## config.mk

```make
export PLATFORM = sky130hd
export DESIGN_NAME = grid_point_rotate_project_top
export DESIGN_NICKNAME = d
export VERILOG_FILES = /design/src/hw/rtl/gprp_pkg.sv /design/src/hw/rtl/gprp_front.sv /design/src/hw/rtl/gprp_queue.sv /design/src/hw/rtl/gprp_back.sv /design/src/hw/rtl/grid_point_rotate_project_top.sv
export VERILOG_INCLUDE_DIRS = /design/src /design/src/hw/rtl
export SDC_FILE = /design/constraint.sdc
export NUM_CORES = 2
export LEC_CHECK = 0
export BUFFER_PORTS_ARGS = -buffer_cell sky130_fd_sc_hd__buf_2
export CORE_AREA = 2 2 303 305
export DETAILED_ROUTE_END_ITERATION = 7
export DIE_AREA = 0 0 305 307
export GPL_ROUTABILITY_DRIVEN = 0
export GPL_TIMING_DRIVEN = 0
export PLACE_DENSITY = 0.81
export SLEW_MARGIN = 25
export SYNTH_ARGS = -nofsm -noshare
export SYNTH_HDL_FRONTEND = slang
export SYNTH_SLANG_ARGS = --single-unit
```

## constraint.sdc

```tcl
create_clock -name clock -period 15.9 [get_ports clock]
set_input_delay 0.795 -clock clock [delete_from_list [all_inputs] [get_ports clock]]
set_output_delay 0.795 -clock clock [all_outputs]
set_load 0.1 [all_outputs]
```

## src/hw/rtl/assert_macros.svh

```systemverilog
// assertion macros shared by the rtl files
`ifndef ASSERT_MACROS_SVH
`define ASSERT_MACROS_SVH
`ifndef NO_ASSERTIONS
// clocked check, switched off while reset is high
`define ASSERT_CLK(lbl, clk, rst, prop) \
   lbl: assert property (@(posedge clk) disable iff (rst) prop) \
      else $error("gprp assertion failed");
// clocked check that also holds during reset
`define ASSERT_ALWAYS(lbl, clk, prop) \
   lbl: assert property (@(posedge clk) prop) \
      else $error("gprp assertion failed");
`else
`define ASSERT_CLK(lbl, clk, rst, prop)
`define ASSERT_ALWAYS(lbl, clk, prop)
`endif
`endif

```

## src/hw/rtl/gprp_pkg.sv

```systemverilog
// shared types and constants of the grid point rotate and project block
`timescale 1ns / 1ps
package gprp_pkg;

   // rotation center
   localparam int CENTER_X = 400;
   localparam int CENTER_Y = 600;

   // default limit on samples per row
   localparam int MAX_COLUMNS_DEF = 1024;

   // width of the columns register
   localparam int COLS_W = 11;

   // grid position width
   localparam int POS_W = 21;

   // depth of the queue between front and back, power of two
   localparam int QUEUE_DEPTH = 4;

   // register indexes of the configuration port
   typedef enum logic [3:0] {
      CSR_COS_A        = 4'd0,
      CSR_SIN_A        = 4'd1,
      CSR_COS_B        = 4'd2,
      CSR_SIN_B        = 4'd3,
      CSR_STEP_COL     = 4'd4,
      CSR_STEP_ROW     = 4'd5,
      CSR_HEIGHT_SCALE = 4'd6,
      CSR_COLUMNS      = 4'd7
   } csr_index_type;

   // configuration registers
   typedef struct packed {
      logic signed [15:0] cos_a;
      logic signed [15:0] sin_a;
      logic signed [15:0] cos_b;
      logic signed [15:0] sin_b;
      logic [9:0]         step_col;
      logic [9:0]         step_row;
      logic signed [10:0] height_scale;
      logic [COLS_W-1:0]  columns;
   } csr_type;

   // one classified sample handed from front to back
   typedef struct packed {
      logic [POS_W-1:0]   x;
      logic [POS_W-1:0]   y;
      logic signed [15:0] height;
      logic signed [15:0] low;
      logic signed [15:0] high;
   } entry_type;

   // queue status seen by both sides
   typedef struct packed {
      logic empty;
      logic full;
   } q_status_type;

endpackage

```

## src/hw/rtl/gprp_front.sv

```systemverilog
// front part: grid position stepping and running height range
`timescale 1ns / 1ps
module gprp_front #(
   parameter int MAX_COLUMNS = gprp_pkg::MAX_COLUMNS_DEF
) (
   input  logic                   clock,
   input  logic                   reset,
   input  logic                   req_valid,
   output logic                   req_stall,
   input  logic signed [15:0]     req_height,
   input  logic                   req_frame_start,
   input  gprp_pkg::csr_type      csr,
   input  gprp_pkg::q_status_type q_status,
   output logic                   push,
   output gprp_pkg::entry_type    push_data
);
   import gprp_pkg::*;

   localparam int CI_W  = $clog2(MAX_COLUMNS);
   localparam int NC_W  = $clog2(MAX_COLUMNS + 1);
   localparam int CMP_W = (NC_W > COLS_W) ? NC_W : COLS_W;
   localparam logic [CMP_W-1:0] MAX_W = CMP_W'(MAX_COLUMNS);

   logic [CI_W-1:0]    ci_ff, ci_in;
   logic [POS_W-1:0]   gx_ff, gx_in, gy_ff, gy_in;
   logic signed [15:0] lo_ff, lo_in, hi_ff, hi_in;

   logic [CMP_W-1:0]   cols_w, ncols, ci_base, ci_next;
   logic [POS_W-1:0]   gx_base, gy_base, gy_cur, x_cur;
   logic [POS_W:0]     sum_x, sum_y;
   logic signed [15:0] lo_base, hi_base;

   // accept while the queue has room
   assign req_stall = q_status.full;
   assign push      = req_valid && !q_status.full;

   // column count clamp and position step
   always_comb begin
      cols_w = CMP_W'(csr.columns);
      if (cols_w == '0) begin
         ncols = CMP_W'(1);
      end else if (cols_w > MAX_W) begin
         ncols = MAX_W;
      end else begin
         ncols = cols_w;
      end

      ci_base = req_frame_start ? '0 : CMP_W'(ci_ff);
      gx_base = req_frame_start ? '0 : gx_ff;
      gy_base = req_frame_start ? '0 : gy_ff;
      lo_base = req_frame_start ? 16'sh7FFF : lo_ff;
      hi_base = req_frame_start ? 16'sh8000 : hi_ff;

      // row ended under a smaller column count
      if (ci_base >= ncols) begin
         ci_base = '0;
         gx_base = '0;
      end

      sum_y  = {1'b0, gy_base} + (POS_W + 1)'(csr.step_row);
      sum_x  = {1'b0, gx_base} + (POS_W + 1)'(csr.step_col);
      gy_cur = (ci_base == '0) ? (sum_y[POS_W] ? '1 : sum_y[POS_W-1:0]) : gy_base;
      x_cur  = sum_x[POS_W] ? '1 : sum_x[POS_W-1:0];

      lo_in = (req_height < lo_base) ? req_height : lo_base;
      hi_in = (req_height > hi_base) ? req_height : hi_base;
      gy_in = gy_cur;

      // advance the column, wrap at row end
      ci_next = ci_base + CMP_W'(1);
      if (ci_next >= ncols) begin
         ci_in = '0;
         gx_in = '0;
      end else begin
         ci_in = ci_next[CI_W-1:0];
         gx_in = x_cur;
      end

      push_data.x      = x_cur;
      push_data.y      = gy_cur;
      push_data.height = req_height;
      push_data.low    = lo_in;
      push_data.high   = hi_in;
   end

   // grid state
   always_ff @(posedge clock) begin
      if (reset) begin
         ci_ff <= '0;
         gx_ff <= '0;
         gy_ff <= '0;
         lo_ff <= 16'sh7FFF;
         hi_ff <= 16'sh8000;
      end else if (push) begin
         ci_ff <= ci_in;
         gx_ff <= gx_in;
         gy_ff <= gy_in;
         lo_ff <= lo_in;
         hi_ff <= hi_in;
      end
   end

endmodule

```

## src/hw/rtl/gprp_queue.sv

```systemverilog
// short queue between the front and back parts
`timescale 1ns / 1ps
`include "assert_macros.svh"
module gprp_queue (
   input  logic                   clock,
   input  logic                   reset,
   input  logic                   push,
   input  gprp_pkg::entry_type    push_data,
   input  logic                   pop,
   output gprp_pkg::entry_type    pop_data,
   output gprp_pkg::q_status_type q_status
);
   import gprp_pkg::*;

   localparam int PTR_W = $clog2(QUEUE_DEPTH);
   localparam int CNT_W = $clog2(QUEUE_DEPTH + 1);

   entry_type        slot_ff [QUEUE_DEPTH];
   logic [PTR_W-1:0] wr_ptr_ff, rd_ptr_ff;
   logic [CNT_W-1:0] count_ff, count_in;

   assign q_status.empty = (count_ff == '0);
   assign q_status.full  = (count_ff == CNT_W'(QUEUE_DEPTH));
   assign pop_data       = slot_ff[rd_ptr_ff];

   // fill level
   always_comb begin
      count_in = count_ff;
      if (push && !pop) begin
         count_in = count_ff + CNT_W'(1);
      end else if (pop && !push) begin
         count_in = count_ff - CNT_W'(1);
      end
   end

   // pointers and level
   always_ff @(posedge clock) begin
      if (reset) begin
         wr_ptr_ff <= '0;
         rd_ptr_ff <= '0;
         count_ff  <= '0;
      end else begin
         count_ff <= count_in;
         if (push) begin
            wr_ptr_ff <= PTR_W'(wr_ptr_ff + 1'b1);
         end
         if (pop) begin
            rd_ptr_ff <= PTR_W'(rd_ptr_ff + 1'b1);
         end
      end
   end

   // entry storage
   always_ff @(posedge clock) begin
      if (push) begin
         slot_ff[wr_ptr_ff] <= push_data;
      end
   end

   `ASSERT_CLK(a_count_bound, clock, reset, count_ff <= CNT_W'(QUEUE_DEPTH))
   `ASSERT_CLK(a_no_pop_empty, clock, reset, pop |-> count_ff != '0)
   `ASSERT_CLK(a_no_push_full, clock, reset, push |-> count_ff != CNT_W'(QUEUE_DEPTH))
   `ASSERT_CLK(a_push_grows, clock, reset, (push && !pop) |=> count_ff == $past(count_ff) + 1'b1)

endmodule

```

## src/hw/rtl/gprp_back.sv

```systemverilog
// back part: rotation and projection on one shared multiplier
`timescale 1ns / 1ps
module gprp_back (
   input  logic                   clock,
   input  logic                   reset,
   input  gprp_pkg::csr_type      csr,
   input  gprp_pkg::q_status_type q_status,
   input  gprp_pkg::entry_type    pop_data,
   output logic                   pop,
   output logic                   rsp_valid,
   input  logic                   rsp_stall,
   output logic signed [22:0]     rsp_proj_x,
   output logic signed [22:0]     rsp_proj_y,
   output logic signed [15:0]     rsp_min_height,
   output logic signed [15:0]     rsp_max_height
);
   import gprp_pkg::*;

   localparam logic [15:0] CX = 16'(CENTER_X);
   localparam logic [15:0] CY = 16'(CENTER_Y);
   localparam logic signed [28:0] OUT_MAX = 29'sd4194303;
   localparam logic signed [28:0] OUT_MIN = -29'sd4194304;

   typedef enum logic [8:0] {
      ST_IDLE = 9'b000000001,
      ST_M0   = 9'b000000010,
      ST_M1   = 9'b000000100,
      ST_M2   = 9'b000001000,
      ST_M3   = 9'b000010000,
      ST_M4   = 9'b000100000,
      ST_M5   = 9'b001000000,
      ST_M6   = 9'b010000000,
      ST_M7   = 9'b100000000
   } back_state_type;

   back_state_type     state_ff, state_in;
   entry_type          ent_ff, ent_in;
   logic signed [41:0] acc_ff, acc_in, prod_ff, prod_in;
   logic signed [24:0] rx_ff, rx_in, ry_ff, ry_in;
   logic signed [26:0] hterm_ff, hterm_in;
   logic signed [22:0] px_ff, px_in;
   logic               rsp_valid_ff, rsp_valid_in;
   logic signed [22:0] out_x_ff, out_x_in, out_y_ff, out_y_in;
   logic signed [15:0] out_lo_ff, out_lo_in, out_hi_ff, out_hi_in;

   logic signed [21:0] dx, dy;
   logic signed [25:0] mul_a;
   logic signed [15:0] mul_b;
   logic signed [41:0] mul_res, rot_diff, rot_sum;
   logic signed [28:0] py_pre;
   logic               load;

   // saturate to the 23-bit screen range
   function automatic logic signed [22:0] sat23(input logic signed [28:0] v);
      if (v > OUT_MAX) begin
         return 23'sh3FFFFF;
      end else if (v < OUT_MIN) begin
         return 23'sh400000;
      end
      return v[22:0];
   endfunction

   // offsets from the rotation center
   assign dx = $signed({1'b0, ent_ff.x} - {6'd0, CX});
   assign dy = $signed({1'b0, ent_ff.y} - {6'd0, CY});

   // operand select for the shared multiplier
   always_comb begin
      mul_a = '0;
      mul_b = '0;
      case (state_ff)
         ST_M0: begin
            mul_a = {{4{dx[21]}}, dx};
            mul_b = csr.cos_a;
         end
         ST_M1: begin
            mul_a = {{4{dy[21]}}, dy};
            mul_b = csr.sin_a;
         end
         ST_M2: begin
            mul_a = {{4{dx[21]}}, dx};
            mul_b = csr.sin_a;
         end
         ST_M3: begin
            mul_a = {{4{dy[21]}}, dy};
            mul_b = csr.cos_a;
         end
         ST_M4: begin
            mul_a = {{10{ent_ff.height[15]}}, ent_ff.height};
            mul_b = {{5{csr.height_scale[10]}}, csr.height_scale};
         end
         ST_M5: begin
            mul_a = {rx_ff[24], rx_ff} - {ry_ff[24], ry_ff};
            mul_b = csr.cos_b;
         end
         ST_M6: begin
            mul_a = {rx_ff[24], rx_ff} + {ry_ff[24], ry_ff};
            mul_b = csr.sin_b;
         end
         default: begin
            mul_a = '0;
            mul_b = '0;
         end
      endcase
   end

   assign mul_res  = mul_a * mul_b;
   assign rot_diff = acc_ff - prod_ff;
   assign rot_sum  = acc_ff + prod_ff;
   assign py_pre   = $signed({prod_ff[41], prod_ff[41:14]})
                   - $signed({{2{hterm_ff[26]}}, hterm_ff});
   assign load     = (state_ff == ST_M7) && (!rsp_valid_ff || !rsp_stall);
   assign pop      = (state_ff == ST_IDLE) && !q_status.empty;

   // step sequencer
   always_comb begin
      state_in     = state_ff;
      ent_in       = ent_ff;
      acc_in       = acc_ff;
      prod_in      = prod_ff;
      rx_in        = rx_ff;
      ry_in        = ry_ff;
      hterm_in     = hterm_ff;
      px_in        = px_ff;
      rsp_valid_in = rsp_valid_ff && rsp_stall;
      out_x_in     = out_x_ff;
      out_y_in     = out_y_ff;
      out_lo_in    = out_lo_ff;
      out_hi_in    = out_hi_ff;
      case (state_ff)
         ST_IDLE: begin
            if (pop) begin
               ent_in   = pop_data;
               state_in = ST_M0;
            end
         end
         ST_M0: begin
            prod_in  = mul_res;
            state_in = ST_M1;
         end
         ST_M1: begin
            acc_in   = prod_ff;
            prod_in  = mul_res;
            state_in = ST_M2;
         end
         ST_M2: begin
            rx_in    = rot_diff[38:14];
            prod_in  = mul_res;
            state_in = ST_M3;
         end
         ST_M3: begin
            acc_in   = prod_ff;
            prod_in  = mul_res;
            state_in = ST_M4;
         end
         ST_M4: begin
            ry_in    = rot_sum[38:14];
            prod_in  = mul_res;
            state_in = ST_M5;
         end
         ST_M5: begin
            hterm_in = prod_ff[26:0];
            prod_in  = mul_res;
            state_in = ST_M6;
         end
         ST_M6: begin
            px_in    = sat23($signed({prod_ff[41], prod_ff[41:14]}));
            prod_in  = mul_res;
            state_in = ST_M7;
         end
         ST_M7: begin
            if (load) begin
               rsp_valid_in = 1'b1;
               out_x_in     = px_ff;
               out_y_in     = sat23(py_pre);
               out_lo_in    = ent_ff.low;
               out_hi_in    = ent_ff.high;
               state_in     = ST_IDLE;
            end
         end
         default: begin
            state_in = ST_IDLE;
         end
      endcase
   end

   // control state
   always_ff @(posedge clock) begin
      if (reset) begin
         state_ff     <= ST_IDLE;
         rsp_valid_ff <= 1'b0;
      end else begin
         state_ff     <= state_in;
         rsp_valid_ff <= rsp_valid_in;
      end
   end

   // datapath and output word
   always_ff @(posedge clock) begin
      ent_ff    <= ent_in;
      acc_ff    <= acc_in;
      prod_ff   <= prod_in;
      rx_ff     <= rx_in;
      ry_ff     <= ry_in;
      hterm_ff  <= hterm_in;
      px_ff     <= px_in;
      out_x_ff  <= out_x_in;
      out_y_ff  <= out_y_in;
      out_lo_ff <= out_lo_in;
      out_hi_ff <= out_hi_in;
   end

   assign rsp_valid      = rsp_valid_ff;
   assign rsp_proj_x     = out_x_ff;
   assign rsp_proj_y     = out_y_ff;
   assign rsp_min_height = out_lo_ff;
   assign rsp_max_height = out_hi_ff;

endmodule

```

## src/hw/rtl/grid_point_rotate_project_top.sv

```systemverilog
// top level of the grid point rotate and project block
`timescale 1ns / 1ps
// Heightmap samples enter in row-major order on the req_ channel and leave as
// projected screen points with the running height range on the rsp_ channel,
// one word out for each word in. The front takes a sample in any cycle that
// the four-entry queue has room. While the result side stalls, up to six
// samples are absorbed before the source sees a stall: four waiting in the
// queue, one held in the back and one finished word in the output register.
// The back works on one sample at a time: it takes the word from the queue and
// then runs eight steps around a single 26 x 16 bit multiplier that forms the
// seven products of rotation, projection and height scaling; that multiplier
// sets the sustained sample rate, and a stall on the result side holds the last step.
// The user must write configuration through csr_ only while the block is
// idle; the block itself does not enforce it.
module grid_point_rotate_project_top #(
   parameter int MAX_COLUMNS = gprp_pkg::MAX_COLUMNS_DEF
) (
   input  logic               clock,
   input  logic               reset,
   input  logic               req_valid,
   output logic               req_stall,
   input  logic signed [15:0] req_height,
   input  logic               req_frame_start,
   output logic               rsp_valid,
   input  logic               rsp_stall,
   output logic signed [22:0] rsp_proj_x,
   output logic signed [22:0] rsp_proj_y,
   output logic signed [15:0] rsp_min_height,
   output logic signed [15:0] rsp_max_height,
   input  logic               csr_wr_en,
   input  logic [3:0]         csr_index,
   input  logic [15:0]        csr_wr_data
);
   import gprp_pkg::*;

   csr_type      csr_ff, csr_in;
   q_status_type q_status;
   entry_type    push_data, pop_data;
   logic         push, pop;

   // register writes, unknown indexes ignored
   always_comb begin
      csr_in = csr_ff;
      if (csr_wr_en) begin
         case (csr_index)
            CSR_COS_A:        csr_in.cos_a        = csr_wr_data;
            CSR_SIN_A:        csr_in.sin_a        = csr_wr_data;
            CSR_COS_B:        csr_in.cos_b        = csr_wr_data;
            CSR_SIN_B:        csr_in.sin_b        = csr_wr_data;
            CSR_STEP_COL:     csr_in.step_col     = csr_wr_data[9:0];
            CSR_STEP_ROW:     csr_in.step_row     = csr_wr_data[9:0];
            CSR_HEIGHT_SCALE: csr_in.height_scale = csr_wr_data[10:0];
            CSR_COLUMNS:      csr_in.columns      = csr_wr_data[COLS_W-1:0];
            default:          csr_in = csr_ff;
         endcase
      end
   end

   // configuration registers
   always_ff @(posedge clock) begin
      if (reset) begin
         csr_ff.cos_a        <= 16'sd16384;
         csr_ff.sin_a        <= 16'sd0;
         csr_ff.cos_b        <= 16'sd16384;
         csr_ff.sin_b        <= 16'sd0;
         csr_ff.step_col     <= 10'd16;
         csr_ff.step_row     <= 10'd16;
         csr_ff.height_scale <= 11'sd1;
         csr_ff.columns      <= COLS_W'(16);
      end else begin
         csr_ff <= csr_in;
      end
   end

   // front: position and height range
   gprp_front #(
      .MAX_COLUMNS(MAX_COLUMNS)
   ) u_front (
      .clock          (clock),
      .reset          (reset),
      .req_valid      (req_valid),
      .req_stall      (req_stall),
      .req_height     (req_height),
      .req_frame_start(req_frame_start),
      .csr            (csr_ff),
      .q_status       (q_status),
      .push           (push),
      .push_data      (push_data)
   );

   // queue between the parts
   gprp_queue u_queue (
      .clock    (clock),
      .reset    (reset),
      .push     (push),
      .push_data(push_data),
      .pop      (pop),
      .pop_data (pop_data),
      .q_status (q_status)
   );

   // back: rotation and projection
   gprp_back u_back (
      .clock         (clock),
      .reset         (reset),
      .csr           (csr_ff),
      .q_status      (q_status),
      .pop_data      (pop_data),
      .pop           (pop),
      .rsp_valid     (rsp_valid),
      .rsp_stall     (rsp_stall),
      .rsp_proj_x    (rsp_proj_x),
      .rsp_proj_y    (rsp_proj_y),
      .rsp_min_height(rsp_min_height),
      .rsp_max_height(rsp_max_height)
   );

endmodule
```

==> metrics.log <==
[metrics] mean instance size in the synthesized netlist: 11.26 um2
[metrics] most frequent cells in the layout: edfxtp_1 (709), inv_1 (631), nor2_1 (473), nand2_1 (453), fa_1 (407)
[metrics] area share of fa/ha/maj cells after synthesis: 21.03%
[metrics] clock insertion delay at the later pin of the skew report: 0.72 ns
[metrics] number of distinct library cells after synthesis: 101
[metrics] row count: 111
[metrics] hold-fix buffer count after cts: 0
[metrics] final-layout fill cell count: 6,188
[metrics] first-pass GRT wire length: 233.8 mm
[metrics] Max Slew Vio Count: 0
[metrics] maximum fanout along the worst path: 19
[metrics] combined buffer and inverter count along the critical path: 11
[metrics] beginning of the critical path: u_back.state_ff[0]
[metrics] Tcrit/Tclk final: 89.22%
[metrics] static power due to leakage: 25.52 nW
[metrics] maximum frequency from static timing analysis: 0.07050 GHz
[metrics] arrival time reported for the critical path endpoint: 14.57 ns
[metrics] proportion of synthesized chip area in sequential cells: 44.38%
[metrics] RSZ-0062 raised after global routing: no
[metrics] measured slew at the worst slew-check pin: 1.140 ns
[metrics] master of the slowest instance on the critical path: clkbuf_1
[metrics] aggregate negative setup slack: 0 ns
[metrics] via count: 40,970
[metrics] number of synthesized flops with an enable pin: 709
[metrics] Max-cap violations: 0
[metrics] final hold vios: 0
[metrics] kind of start point of the critical path: register
[metrics] Post-CTS Repair Setup Buffers: 0
[metrics] pin count of the biggest net entering global routing: 56
[metrics] total setup violations reported at the end of the flow: 0
[metrics] DRT Pass-1 Iters: 8
[metrics] shortest period the worst path allows: 14.19 ns
[metrics] most common cell after layout, fill and taps aside: edfxtp_1
[metrics] Post-Route Skew: 0.06768 ns
[metrics] H-tree level count: 3
[metrics] buffer depth of the longest clock path: 3
[metrics] kind of path behind the tightest hold check: input port to register
[metrics] post-DP HPWL: 109.6 mm
[metrics] I/O Pins: 122
[metrics] worst hold start: csr_wr_data[14]
[metrics] x dimension of the die: 305 um
[metrics] clock-pin slew reported for the worst setup and hold paths after clock tree synthesis: 0.07 ns
[metrics] relative slew slack: 24.00%
[metrics] DR iter-0 viols: 4,286
[metrics] Root Buffer Master: clkbuf_16
[metrics] wire length per cell after detailed routing: 23.00 um
[metrics] Worst Hold Margin: 0.3504 ns
[metrics] antenna violations before repair: 8
[metrics] Net count, final: 6,077
[metrics] outcome: complete, no violations
[metrics] number of remaining DRC errors: 0
[metrics] Core Box Area: 0.09069 mm2
[metrics] post-CTS resize count: 0
[metrics] dominant synthesized flop cell: edfxtp_1
[metrics] Port Buf Inserts: 111
[metrics] largest vdd supply drop: 0.1240 mV
[metrics] Power Density: 103.4 mW/mm2
[metrics] dpl cells: 6,407
[metrics] post-synthesis mux area share: 4.727%
[metrics] main combinational cell family by area after synthesis: adder cells
[metrics] max incr delay on CP: 0.76 ns
[metrics] CTS Buf Count: 93
[metrics] Tot Pwr: 0.006532 W
[metrics] category of cells accounting for the largest share of critical-path delay: compound AO/OA/AOI/OAI gates
[metrics] share of flip-flops with an asynchronous set or reset: 0%
[metrics] xor and xnor area share after synthesis: 3.347%
[metrics] Simple-Gate Fraction of Synth Area: 10.82%
[metrics] compound-cell area share of the yosys netlist: 10.14%
[metrics] type of the setup path with the least slack: register to register
[metrics] overall die area: 0.09364 mm2
[metrics] ratio of cells with drive above 1 in the final layout: 8.397%
[metrics] area grow syn2layout: 10.19%
[metrics] number of sinks handled by clock tree synthesis: 916
[metrics] overall die height: 307 um
[metrics] drt via density: 6.221
[metrics] initial standard-cell utilization of the core: 63.19%
[metrics] vias in the first global route: 41,470
[metrics] final cell count without fillers: 6,585
[metrics] flops & latches, synth: 916
[metrics] post-synth design cell area: 0.05731 mm2
[metrics] critical path endpoint category: register
[metrics] total number of yosys warnings: 0
[metrics] count of nets left with antenna violations after detail routing: 0
[metrics] Detailed Route WL: 151.4 mm
[metrics] TritonCTS clock tree: yes
[metrics] total gr overflow: 0
[metrics] Overall Global Routing Usage: 32.52%
[metrics] net count after synthesis: 5,850
[metrics] startpoint of the worst-slack reg-to-reg timing path: u_back.state_ff[0]
[metrics] instance count of the mapped netlist: 5,089
[metrics] data required time of the worst path: 16.29 ns
-- cell families (layout without fill, tap and decap cells) --
logic type	count (synthesis)	in the layout
multiplexers	158	158
adder cells (fa/ha/maj)	719	719
XOR/XNOR	219	219
buffers and inverters	836	1142
other	0	4
flip-flops	916	916
AO/OA/AOI/OAI	878	878
AND/OR/NAND/NOR	1363	1363
-- area by class of cell --
class,instances,area (um2),area share (%)
multi-input cells,3337,28800,45.61
well taps,1186,1484,2.350
plain buffers,200,798.3,1.264
clock inverters,50,621.8,0.9848
diodes,4,10.01,0.01585
flip-flops and latches,916,25430,40.28
clock buffers,124,2586,4.096
inverters,636,2394,3.791
repair buffers,132,1020,1.615
-- registers in the layout, summed over array words and instances, names as in the netlist, 23 cells and up --
| name | flops |
|---|---|
| u_queue.slot_ff | 360 |
| csr_ff | 106 |
| u_back.ent_ff | 90 |
| u_back.prod_ff | 42 |
| u_back.acc_ff | 39 |
| u_back.hterm_ff | 27 |
| u_back.rx_ff | 25 |
| u_back.ry_ff | 25 |
| u_back.px_ff | 23 |
| u_back.rsp_proj_x | 23 |
| u_back.rsp_proj_y | 23 |
-- where the power goes --
part | switching, W | total (W) | internal [W]
Sequential | 0.000174 | 0.00312 | 0.00295
Clock | 0.000976 | 0.00228 | 0.00131
Combinational | 0.000717 | 0.00113 | 0.000411
-- path summary, 6_finish.rpt --
kind	end	slack, ns	cells after the start
min reg2reg	u_back.rsp_proj_x[6]	0.39	0
max reg2reg	u_back.prod_ff[41]	1.71	46
max	u_back.prod_ff[41]	1.71	46
min	csr_ff[72]	0.35	3
-- tightest hold or removal path, cell delays in order --
cell	delay [ns]
buf_2	0.12
nand2_1	0.05
nand3_1	0.07
-- cells in the mapped netlist (16+ instances only) --
cell      count  area, um2
clkbuf_1    165      619.3
ha_1        312       3904
mux4_2       90       2027
buf_1        23      86.33
nor2b_1      58      362.9
or3_1        17      106.4
and2_1       24      150.1
xor2_1       82      718.2
nor2_1      474       1779
a21o_1      139       1044
xnor2_1     137       1200
nor4_1       17      106.4
o22a_1       21      183.9
dfxtp_1     207       4144
a21oi_1     264       1321
nand3_1      67      335.3
o21ai_0     153      765.7
mux2i_1      67      670.6
nor3_1       47      235.2
fa_1        407       8148
edfxtp_1    709      21290
o21a_1       40      300.3
o21bai_1     16      120.1
a22oi_1      47      352.8
inv_1       632       2372
nand2_1     453       1700
or2_2        22      137.6
and3_1       31      193.9
nand4_1      22      137.6
nand2b_1     69      431.7
-- per-stage QoR --
stage | area [um2] | setup slack (ns) | utilization [%]
finish | 63150 | 1.715 | 69.63
global route | 63140 | 1.257 | 69.62
CTS | 63130 | 2.112 | 69.61
detailed placement | 59930 | 2.244 | 66.08
global placement | 59350 | 1.603 | 65.44
floorplan | 57310 | 4.718 | -
-- routing by layer --
layer / up-vias / routed length [um] / GRT usage [%]
li1: 17950 / - / -
met2: 2377 / 72470 / 53.87
met1: 20010 / 54350 / 39.25
met4: 8 / 10740 / 21.03
met3: 630 / 13830 / 6.244
met5: - / 49 / 0
(Power assumes the default switching activity.)
